$ cat config.mk
export PLATFORM = sky130hd
export DESIGN_NAME = periodic_timer_queue_top
export DESIGN_NICKNAME = d
export VERILOG_FILES = /design/src/rtl/ptq_pkg.sv /design/src/rtl/periodic_timer_queue_top.sv /design/src/rtl/ptq_fifo.sv /design/src/rtl/ptq_front.sv /design/src/rtl/ptq_engine.sv
export SDC_FILE = /design/constraint.sdc
export NUM_CORES = 2
export LEC_CHECK = 0
export ABC_AREA = 1
export BUFFER_PORTS_ARGS = -buffer_cell sky130_fd_sc_hd__buf_4
export CAP_MARGIN = 20
export CORE_MARGIN = 2
export CORE_UTILIZATION = 25
export DETAILED_ROUTE_END_ITERATION = 10
export SLEW_MARGIN = 20
export SYNTH_ARGS = -nofsm -noshare
export SYNTH_HDL_FRONTEND = slang
export SYNTH_SLANG_ARGS = --single-unit
export TNS_END_PERCENT = 1
$ cat constraint.sdc
create_clock -name clk -period 7.6 [get_ports clk]
set_input_delay 1.14 -clock clk [delete_from_list [all_inputs] [get_ports clk]]
set_output_delay 1.14 -clock clk [all_outputs]
set_load 0.005 [all_outputs]
$ cat src/rtl/ptq_pkg.sv
// Shared types and codes of the periodic timer queue.
// No dependencies; every other file in rtl but ptq_fifo imports this package.
package ptq_pkg;

	localparam int DEPTH_DEF  = 16;
	localparam int QUEUE_DEPTH = 4;

	localparam logic [1:0] REQ_INSERT = 2'd0;
	localparam logic [1:0] REQ_REMOVE = 2'd1;
	localparam logic [1:0] REQ_TICK   = 2'd2;

	localparam logic [2:0] KIND_INSERTED = 3'd0;
	localparam logic [2:0] KIND_REPLACED = 3'd1;
	localparam logic [2:0] KIND_FULL     = 3'd2;
	localparam logic [2:0] KIND_REMOVED  = 3'd3;
	localparam logic [2:0] KIND_NOTFOUND = 3'd4;
	localparam logic [2:0] KIND_FIRED    = 3'd5;
	localparam logic [2:0] KIND_NONE     = 3'd6;

	typedef enum logic [1:0] {OP_INSERT, OP_REMOVE, OP_TICK} op_t;

	typedef struct packed {
		op_t         op;
		logic [7:0]  client;
		logic [31:0] code;
		logic [31:0] due;
		logic [31:0] period;
		logic [31:0] now;
	} req_t;

	typedef struct packed {
		logic [7:0]  client;
		logic [31:0] code;
		logic [31:0] due;
		logic [31:0] period;
	} entry_t;

	typedef struct packed {
		logic [2:0]  kind;
		logic [7:0]  client;
		logic [31:0] code;
		logic        last;
	} res_t;

endpackage

$ cat src/rtl/periodic_timer_queue_top.sv
// Periodic timer queue: insert, remove and tick requests over a DEPTH-slot timer table.
// Insert/remove: the slot scan sets the time from push to result.
// Tick: one scan per firing, plus a final scan or the flush state.
// One request at a time in the engine; QUEUE_DEPTH wait.
// Reset (arst_n low) empties both queues and marks every timer slot free at once.
// Depends on ptq_pkg, ptq_fifo, ptq_front and ptq_engine.
module periodic_timer_queue_top #(
	parameter int DEPTH  = ptq_pkg::DEPTH_DEF,
	parameter int QDEPTH = ptq_pkg::QUEUE_DEPTH
) (
	input  logic        clk,
	input  logic        arst_n,
	input  logic        push,
	output logic        full,
	input  logic [1:0]  req_type,
	input  logic [7:0]  client_id,
	input  logic [31:0] event_code,
	input  logic [31:0] first_due,
	input  logic [31:0] reload_period,
	input  logic [31:0] now_time,
	output logic        empty,
	input  logic        pop,
	output logic [2:0]  result_kind,
	output logic [7:0]  fired_client,
	output logic [31:0] fired_code,
	output logic        last_result
);
	import ptq_pkg::*;

	req_t req_item;
	logic req_empty, req_pop;
	res_t res_data, res_out;
	logic res_push, res_full;

	// Front: decode and queue each transfer; unknown request types are dropped.
	ptq_front #(.QDEPTH(QDEPTH)) u_front (
		.clk          (clk),
		.arst_n       (arst_n),
		.push         (push),
		.full         (full),
		.req_type     (req_type),
		.client_id    (client_id),
		.event_code   (event_code),
		.first_due    (first_due),
		.reload_period(reload_period),
		.now_time     (now_time),
		.req_pop      (req_pop),
		.req_item     (req_item),
		.req_empty    (req_empty)
	);

	// Back: scan the table, apply the request, emit results in order.
	ptq_engine #(.DEPTH(DEPTH)) u_engine (
		.clk      (clk),
		.arst_n   (arst_n),
		.req_item (req_item),
		.req_empty(req_empty),
		.req_pop  (req_pop),
		.res_push (res_push),
		.res_data (res_data),
		.res_full (res_full)
	);

	// Result queue: hold finished results so the engine keeps going while pop is low, until the queue fills.
	ptq_fifo #(.item_t(res_t), .DEPTH_F(QDEPTH)) u_res_q (
		.clk   (clk),
		.arst_n(arst_n),
		.wr    (res_push),
		.wdata (res_data),
		.full  (res_full),
		.rd    (pop),
		.rdata (res_out),
		.empty (empty)
	);

	assign result_kind  = res_out.kind;
	assign fired_client = res_out.client;
	assign fired_code   = res_out.code;
	assign last_result  = res_out.last;

	a_res_no_overflow: assert property (@(posedge clk) disable iff (!arst_n)
		res_push |-> !res_full) else $error("result queue overflow");

	a_req_no_underflow: assert property (@(posedge clk) disable iff (!arst_n)
		req_pop |-> !req_empty) else $error("request queue underflow");

	a_nonfired_zero: assert property (@(posedge clk) disable iff (!arst_n)
		(res_push && res_data.kind != KIND_FIRED) |->
		(res_data.client == '0 && res_data.code == '0 && res_data.last))
		else $error("non-fired result carries payload");
endmodule

$ cat src/rtl/ptq_fifo.sv
// Small synchronous FIFO of a generic payload type.
// Depends on nothing but its parameters.
module ptq_fifo #(
	parameter type item_t = logic,
	parameter int  DEPTH_F = 4
) (
	input  logic  clk,
	input  logic  arst_n,
	input  logic  wr,
	input  item_t wdata,
	output logic  full,
	input  logic  rd,
	output item_t rdata,
	output logic  empty
);
	localparam int AW = (DEPTH_F > 1) ? $clog2(DEPTH_F) : 1;

	item_t         mem_q [DEPTH_F];
	logic [AW-1:0] wp_q, rp_q;
	logic [AW:0]   cnt_q;
	logic          do_wr, do_rd;

	assign full  = (cnt_q == (AW+1)'(DEPTH_F));
	assign empty = (cnt_q == '0);
	assign do_wr = wr && !full;
	assign do_rd = rd && !empty;
	assign rdata = mem_q[rp_q];

	always_ff @(posedge clk) begin
		if (do_wr) begin
			mem_q[wp_q] <= wdata;
		end
	end

	always_ff @(posedge clk or negedge arst_n) begin
		if (!arst_n) begin
			wp_q  <= '0;
			rp_q  <= '0;
			cnt_q <= '0;
		end else begin
			if (do_wr) begin
				wp_q <= (wp_q == AW'(DEPTH_F-1)) ? '0 : wp_q + 1'b1;
			end
			if (do_rd) begin
				rp_q <= (rp_q == AW'(DEPTH_F-1)) ? '0 : rp_q + 1'b1;
			end
			cnt_q <= cnt_q + (AW+1)'(do_wr) - (AW+1)'(do_rd);
		end
	end
endmodule

$ cat src/rtl/ptq_front.sv
// Front end: accepts requests, decodes the request type, queues them.
// Depends on ptq_pkg and ptq_fifo.
module ptq_front #(
	parameter int QDEPTH = ptq_pkg::QUEUE_DEPTH
) (
	input  logic          clk,
	input  logic          arst_n,
	input  logic          push,
	output logic          full,
	input  logic [1:0]    req_type,
	input  logic [7:0]    client_id,
	input  logic [31:0]   event_code,
	input  logic [31:0]   first_due,
	input  logic [31:0]   reload_period,
	input  logic [31:0]   now_time,
	input  logic          req_pop,
	output ptq_pkg::req_t req_item,
	output logic          req_empty
);
	import ptq_pkg::*;

	req_t item;
	logic legal;

	always_comb begin
		legal   = 1'b1;
		item.op = OP_TICK;
		unique case (req_type)
			REQ_INSERT: item.op = OP_INSERT;
			REQ_REMOVE: item.op = OP_REMOVE;
			REQ_TICK:   item.op = OP_TICK;
			default:    legal   = 1'b0;  // unused type: drop
		endcase
		item.client = client_id;
		item.code   = event_code;
		item.due    = first_due;
		item.period = reload_period;
		item.now    = now_time;
	end

	ptq_fifo #(.item_t(req_t), .DEPTH_F(QDEPTH)) u_req_q (
		.clk   (clk),
		.arst_n(arst_n),
		.wr    (push && legal),
		.wdata (item),
		.full  (full),
		.rd    (req_pop),
		.rdata (req_item),
		.empty (req_empty)
	);
endmodule

$ cat src/rtl/ptq_engine.sv
// Back end: timer table with a sequential slot scan per request, and per firing for a tick.
// Depends on ptq_pkg.
module ptq_engine #(
	parameter int DEPTH = ptq_pkg::DEPTH_DEF
) (
	input  logic          clk,
	input  logic          arst_n,
	input  ptq_pkg::req_t req_item,
	input  logic          req_empty,
	output logic          req_pop,
	output logic          res_push,
	output ptq_pkg::res_t res_data,
	input  logic          res_full
);
	import ptq_pkg::*;

	localparam int IW = $clog2(DEPTH);

	typedef enum logic [1:0] {S_IDLE, S_SCAN, S_ACT, S_FLUSH} state_t;

	state_t        state_q;
	req_t          cur_q;
	logic          valid_q [DEPTH];
	entry_t        mem_q [DEPTH];
	logic [IW:0]   scan_q;
	entry_t        rd_s1;
	logic [IW-1:0] rd_idx_s1;
	logic          rd_vld_s1;
	logic          found_q, free_found_q;
	logic [IW-1:0] best_idx_q, free_idx_q;
	entry_t        best_q;
	logic          pend_q;
	logic [7:0]    pend_client_q;
	logic [31:0]   pend_code_q;
	logic [IW:0]   fire_cnt_q;

	logic          mem_we;
	logic [IW-1:0] mem_wa;
	entry_t        mem_wd;
	logic          act_go;
	logic          rd_hit;

	assign rd_hit = valid_q[rd_idx_s1];

	always_comb begin
		res_push = 1'b0;
		res_data = '0;
		mem_we   = 1'b0;
		mem_wa   = best_idx_q;
		mem_wd   = '{client: cur_q.client, code: cur_q.code,
			due: cur_q.due, period: cur_q.period};
		req_pop  = (state_q == S_IDLE) && !req_empty;
		res_data.last = 1'b1;
		if (state_q == S_ACT) begin
			unique case (cur_q.op)
				OP_INSERT: begin
					res_push = 1'b1;
					if (found_q) begin
						res_data.kind = KIND_REPLACED;
						mem_we = 1'b1;
					end else if (free_found_q) begin
						res_data.kind = KIND_INSERTED;
						mem_we = 1'b1;
						mem_wa = free_idx_q;
					end else begin
						res_data.kind = KIND_FULL;
					end
				end
				OP_REMOVE: begin
					res_push = 1'b1;
					res_data.kind = found_q ? KIND_REMOVED : KIND_NOTFOUND;
				end
				OP_TICK: begin
					if (found_q) begin
						// Hand out the previous firing; another one follows.
						res_push = pend_q;
						res_data = '{kind: KIND_FIRED, client: pend_client_q,
							code: pend_code_q, last: 1'b0};
						mem_we = (best_q.period != '0);
						mem_wd = best_q;
						mem_wd.due = best_q.due + best_q.period;
					end else begin
						res_push = 1'b1;
						if (pend_q) begin
							res_data = '{kind: KIND_FIRED, client: pend_client_q,
								code: pend_code_q, last: 1'b1};
						end else begin
							res_data.kind = KIND_NONE;
						end
					end
				end
				default: ;
			endcase
		end else if (state_q == S_FLUSH) begin
			res_push = 1'b1;
			res_data = '{kind: KIND_FIRED, client: pend_client_q,
				code: pend_code_q, last: 1'b1};
		end
		act_go = !res_push || !res_full;
		if (!act_go || state_q != S_ACT) begin
			mem_we = 1'b0;
		end
		if (!act_go) begin
			res_push = 1'b0;
		end
	end

	always_ff @(posedge clk) begin
		if (mem_we) begin
			mem_q[mem_wa] <= mem_wd;
		end
		if (scan_q < (IW+1)'(DEPTH)) begin
			rd_s1     <= mem_q[scan_q[IW-1:0]];
			rd_idx_s1 <= scan_q[IW-1:0];
		end
	end

	always_ff @(posedge clk or negedge arst_n) begin
		if (!arst_n) begin
			state_q      <= S_IDLE;
			cur_q        <= '0;
			scan_q       <= (IW+1)'(DEPTH);
			rd_vld_s1    <= 1'b0;
			found_q      <= 1'b0;
			free_found_q <= 1'b0;
			best_idx_q   <= '0;
			free_idx_q   <= '0;
			best_q       <= '0;
			pend_q       <= 1'b0;
			pend_client_q <= '0;
			pend_code_q  <= '0;
			fire_cnt_q   <= '0;
			for (int i = 0; i < DEPTH; i++) begin
				valid_q[i] <= 1'b0;
			end
		end else begin
			unique case (state_q)
				S_IDLE: begin
					if (!req_empty) begin
						cur_q        <= req_item;
						state_q      <= S_SCAN;
						scan_q       <= '0;
						rd_vld_s1    <= 1'b0;
						found_q      <= 1'b0;
						free_found_q <= 1'b0;
					end
				end
				S_SCAN: begin
					rd_vld_s1 <= (scan_q < (IW+1)'(DEPTH));
					if (scan_q < (IW+1)'(DEPTH)) begin
						scan_q <= scan_q + 1'b1;
					end
					if (rd_vld_s1) begin
						if (cur_q.op == OP_TICK) begin
							if (rd_hit && rd_s1.due <= cur_q.now &&
								(!found_q || rd_s1.due < best_q.due)) begin
								found_q    <= 1'b1;
								best_idx_q <= rd_idx_s1;
								best_q     <= rd_s1;
							end
						end else begin
							if (rd_hit && !found_q && rd_s1.client == cur_q.client &&
								rd_s1.code == cur_q.code) begin
								found_q    <= 1'b1;
								best_idx_q <= rd_idx_s1;
							end
							if (!rd_hit && !free_found_q) begin
								free_found_q <= 1'b1;
								free_idx_q   <= rd_idx_s1;
							end
						end
						if (rd_idx_s1 == IW'(DEPTH-1)) begin
							state_q   <= S_ACT;
							rd_vld_s1 <= 1'b0;
						end
					end
				end
				S_ACT: begin
					if (act_go) begin
						unique case (cur_q.op)
							OP_INSERT: begin
								if (found_q) begin
									valid_q[best_idx_q] <= 1'b1;
								end else if (free_found_q) begin
									valid_q[free_idx_q] <= 1'b1;
								end
								state_q <= S_IDLE;
							end
							OP_REMOVE: begin
								if (found_q) begin
									valid_q[best_idx_q] <= 1'b0;
								end
								state_q <= S_IDLE;
							end
							OP_TICK: begin
								if (found_q) begin
									pend_q        <= 1'b1;
									pend_client_q <= best_q.client;
									pend_code_q   <= best_q.code;
									if (best_q.period == '0) begin
										valid_q[best_idx_q] <= 1'b0;
									end
									fire_cnt_q <= fire_cnt_q + 1'b1;
									if (fire_cnt_q == (IW+1)'(DEPTH-1)) begin
										state_q <= S_FLUSH;
									end else begin
										state_q      <= S_SCAN;
										scan_q       <= '0;
										found_q      <= 1'b0;
									end
								end else begin
									pend_q     <= 1'b0;
									fire_cnt_q <= '0;
									state_q    <= S_IDLE;
								end
							end
							default: state_q <= S_IDLE;
						endcase
					end
				end
				S_FLUSH: begin
					if (act_go) begin
						pend_q     <= 1'b0;
						fire_cnt_q <= '0;
						state_q    <= S_IDLE;
					end
				end
				default: state_q <= S_IDLE;
			endcase
		end
	end
endmodule
==> metrics.md <==
| Metric | Value |
|---|---|
| Hold Crit Class | input port to asynchronous set/reset pin |
| Net Sw Frac | 0.336 |
| VDD IR max | about 0.00025 V |
| Clock Skew | between 0.08 and 0.09 ns |
| Filler cell count in the final layout | 45,574 |
| Achievable frequency | between 200 and 250 MHz |
| Share of cells above drive strength 1 | 0.0936 |
| Largest delay share family, worst path | simple AND/OR/NAND/NOR gates |
| WS Path Type | flop to flop |
| Global-route congestion overflow total | 0 |
| RSZ-0062 raised after global routing | false |
| Syn Area/Cell | roughly 13 um^2 |
| Pin count of the biggest net entering global routing | about 210 |
| Height of the die | just under 700 um |
| DP Area | 0.122 mm^2 |
| Pre-Repair DR Iteration Count | 6 |
| Fin crit period | ~4.6 ns |
| H-tree depth | 5 |
| Top post-synthesis cells by area | edfxtp_1 (66%), dfrtp_1 (7.4%), o21ai_0 (5.1%) |
| Critical path's slowest cell | nor2_4 |
| Sequential share of power | 0.445 |
| Ordered cell list for the critical path | inv_1, nand4_1, o21ai_0, inv_1, nor2_1, nand2_1, nor2_4, buf_12 |
| Core area | approximately 0.45 mm^2 |
| Power share of the combinational group | 0.269 |
| CP bufs+invs | 3 |
| Die width | ~680 um |
| Arrival time of the worst setup path | a little over 5 ns |
| Static Leak | approximately 44 nW |
| Max-slew violations | 0 |
| Initial antenna violation count | 12 |
| Transition time of the tightest slew-check pin | between 1 and 1.5 ns |
| Clock Latency Late Sink | about 0.87 ns |
| Endpoints failing setup | 0 |
| Yosys cell types | 48 |
| Met3 global-route usage | 0.0178 |
| Outcome | finished clean |
| Post-synth top cells | edfxtp_1 (2,500), nor2_1 (1,457), o21ai_0 (1,158), nand2_1 (869), clkbuf_1 (439) |
| Worst stage delay on the critical path | around 0.84 ns |
| Clk network pwr share | 0.286 |
| P_int | between 0.03 and 0.04 W |
| Setup repair bufs after CTS | 0 |
| DR vias | between 70,000 and 80,000 |
| Pwr/cell area | 363 mW/mm^2 |
| Cts hold-fix bufs | 0 |
| Net count reported at finish | approximately 9,200 |
| Initial Util | 0.251 |
| Required time worst endpoint | 8.02 ns |
| I/O Buffers | 187 |
| Post-synth top area share | 0.661 |
| Syn Nets | between 9,000 and 10,000 |
| Synth warn | 0 |
| Detail Route Antenna Nets | 0 |
| Clk buf depth | 4 |
| GPL Wtd Cong | about 0.9 |
| Max-capacitance violation count | 0 |
| # IOs | 188 |
| Critical Path Sink Type | flop |
| GRT Util Overall | 0.130 |
| FF+latch count, synth | 2,836 |
| Clk sinks | ~2,800 |
| Vias in the first global route | roughly 68,000 |
| Initial DRC Count | roughly 7,700 |
| Fin Setup TNS | 0 ns |
| WL per Instance | ~21 um |
| Flop2flop setup slack | approximately 3 ns |
| M1 GR Usage | 0.184 |
| Max FO, Critical Path | between 60 and 70 |
| Mapped Cells | between 8,000 and 9,000 |
| Main synth FF type | edfxtp_1 |
| Hold WS | roughly 0.26 ns |
| Top-count cell post-synth | edfxtp_1 |
| Die Area | roughly 0.46 mm^2 |
| Area Overhead vs Synth | 15.5% |
| Via density | 4.75 |
| Final Core Density | 0.290 |
| Clock transition at path regs | 0.07 ns |
| Root Driver | clkbuf_16 |
| CP startpoint kind | flop |
| CTS resizes | 0 |
| Final Hold Fails | 0 |
| Setup slack at placement | ~3.1 ns |
| Register area share after synthesis | 0.735 |
| Global route hottest layer | met2 |
| Cell area after layout | around 0.13 mm^2 |
| Detailed Place HPWL | 172,000 um |
| DR DRC count | 0 |
| CTS tree | done |
| Num CTS Buffers | between 200 and 300 |
| Share of flip-flops with an asynchronous set or reset | 0.118 |
| Std-Cell Rows | 247 |
| Sw Pwr | 0.0160 W |
| Met2 Track Usage GR | 0.208 |
| Slack of the critical path | around 3.0 ns |
| Synth Cell Area | between 0.1 and 0.15 mm^2 |
| Period utilization | 0.606 |
| Final WL | just over 300,000 um |
| Cell mode on critical path | inv_1 |
| First-pass GRT wire length | about 460,000 um |
| Synth area leader | edfxtp_1 |
| Max-slew headroom | 0.237 |
| Post-synth EDFFs | between 2,000 and 3,000 |
[worst reg2reg max path, stage by stage, from the launching register on]
cell	delay, ns
dfrtp_1	0.60
inv_1	0.67
nand4_1	0.42
o21ai_0	0.47
inv_1	0.12
nor2_1	0.11
nand2_1	0.25
nor2_4	0.84
buf_12	0.50
[cells by family after synthesis]
family          after synthesis  synth area share
flops                      2836             0.735
simple gates               2676            0.0941
mux                         158            0.0139
buf+inv                     909            0.0316
xor+xnor                     42           0.00324
fa+ha+maj                   123            0.0137
compound gates             2044             0.108
[state kept, by name, summed over array words and instances, names as in the netlist, 3 cells and up]
signal / flops
u_engine.mem_q: 1664
u_front.u_req_q.mem_q: 552
u_res_q.mem_q: 176
u_engine.cur_q: 138
u_engine.best_q: 104
u_engine.rd_s1: 104
u_engine.pend_code_q: 32
u_engine.valid_q: 16
u_engine.pend_client_q: 8
u_engine.fire_cnt_q: 5
u_engine.scan_q: 5
u_engine.best_idx_q: 4
u_engine.free_idx_q: 4
u_engine.rd_idx_s1: 4
u_front.u_req_q.cnt_q: 3
u_res_q.cnt_q: 3
[final timing paths]
kind | from | cells past startpoint | to
setup / recovery | u_engine.found_q$_DFFE_PN0P_ | 8 | u_engine.mem_q[5][56]$_DFFE_PP_
hold / removal | arst_n | 1 | u_engine.best_q[76]$_DFFE_PN0P_
setup reg to reg | u_engine.found_q$_DFFE_PN0P_ | 8 | u_engine.mem_q[5][56]$_DFFE_PP_
hold reg to reg | u_engine.rd_s1[23]$_DFFE_PN_ | 2 | u_engine.best_q[23]$_DFFE_PN0P_
max in group asynchronous | arst_n | 3 | u_engine.best_q[10]$_DFFE_PN0P_
min in group clk | u_engine.rd_s1[23]$_DFFE_PN_ | 2 | u_engine.best_q[23]$_DFFE_PN0P_
[through the flow]
stage / std cells / total power [W]
detailed placement: 14594 / 0.0343
CTS: 15082 / 0.0479
finish: 15085 / 0.0476
global route: 15084 / 0.0499
global placement: 14594 / 0.0341
floorplan: 8788 / 0.0290
[routing by layer]
layer / share of wire / vias to the layer above
li1: - / 32391
met1: 0.44 / 36279
met2: 0.47 / 2572
met4: 0.025 / 4
met5: 0.00010 / -
met3: 0.067 / 410
[power groups by stage]
stage	Sequential (W)	Clock, W	Combinational (W)
floorplan	0.0211	0	0.00789
global placement	0.0215	0	0.0127
detailed placement	0.0215	0	0.0128
CTS	0.0212	0.0138	0.0129
global route	0.0213	0.0145	0.0141
finish	0.0212	0.0136	0.0128
[cells in the final DEF, fill, tap and decap left out, types with 22 or more instances in the layout]
cell type and count:
ha_1 120, mux2i_1 158, o21ai_1 64, clkinv_1 34, o21ai_0 1152, a21oi_1 103, clkbuf_8 22, nor3b_1 42
o32ai_1 261, clkinv_2 37, nand3_1 224, dfrtp_1 329, clkbuf_1 67, o211ai_1 56, nand2_1 868, nor2_1 1429
o22ai_1 184, inv_1 356, edfxtp_1 2500, buf_4 335, nor2_4 28, o221ai_1 158, buf_12 35, clkbuf_16 285
[cell type report]
| class | instances | area [um^2] | share of cell area |
|---|---|---|---|
| clock inverter | 114 | 1130 | 0.00860 |
| multi-input combinational | 5043 | 26800 | 0.204 |
| clock buffer | 374 | 7690 | 0.0586 |
| inverter | 368 | 1420 | 0.0108 |
| antenna | 3 | 7.51 | 0.0000572 |
| sequential | 2836 | 83500 | 0.636 |
| tap | 5976 | 7480 | 0.0570 |
| timing repair buffer | 371 | 3230 | 0.0246 |
No activity file was read; power rests on OpenSTA's default activity.
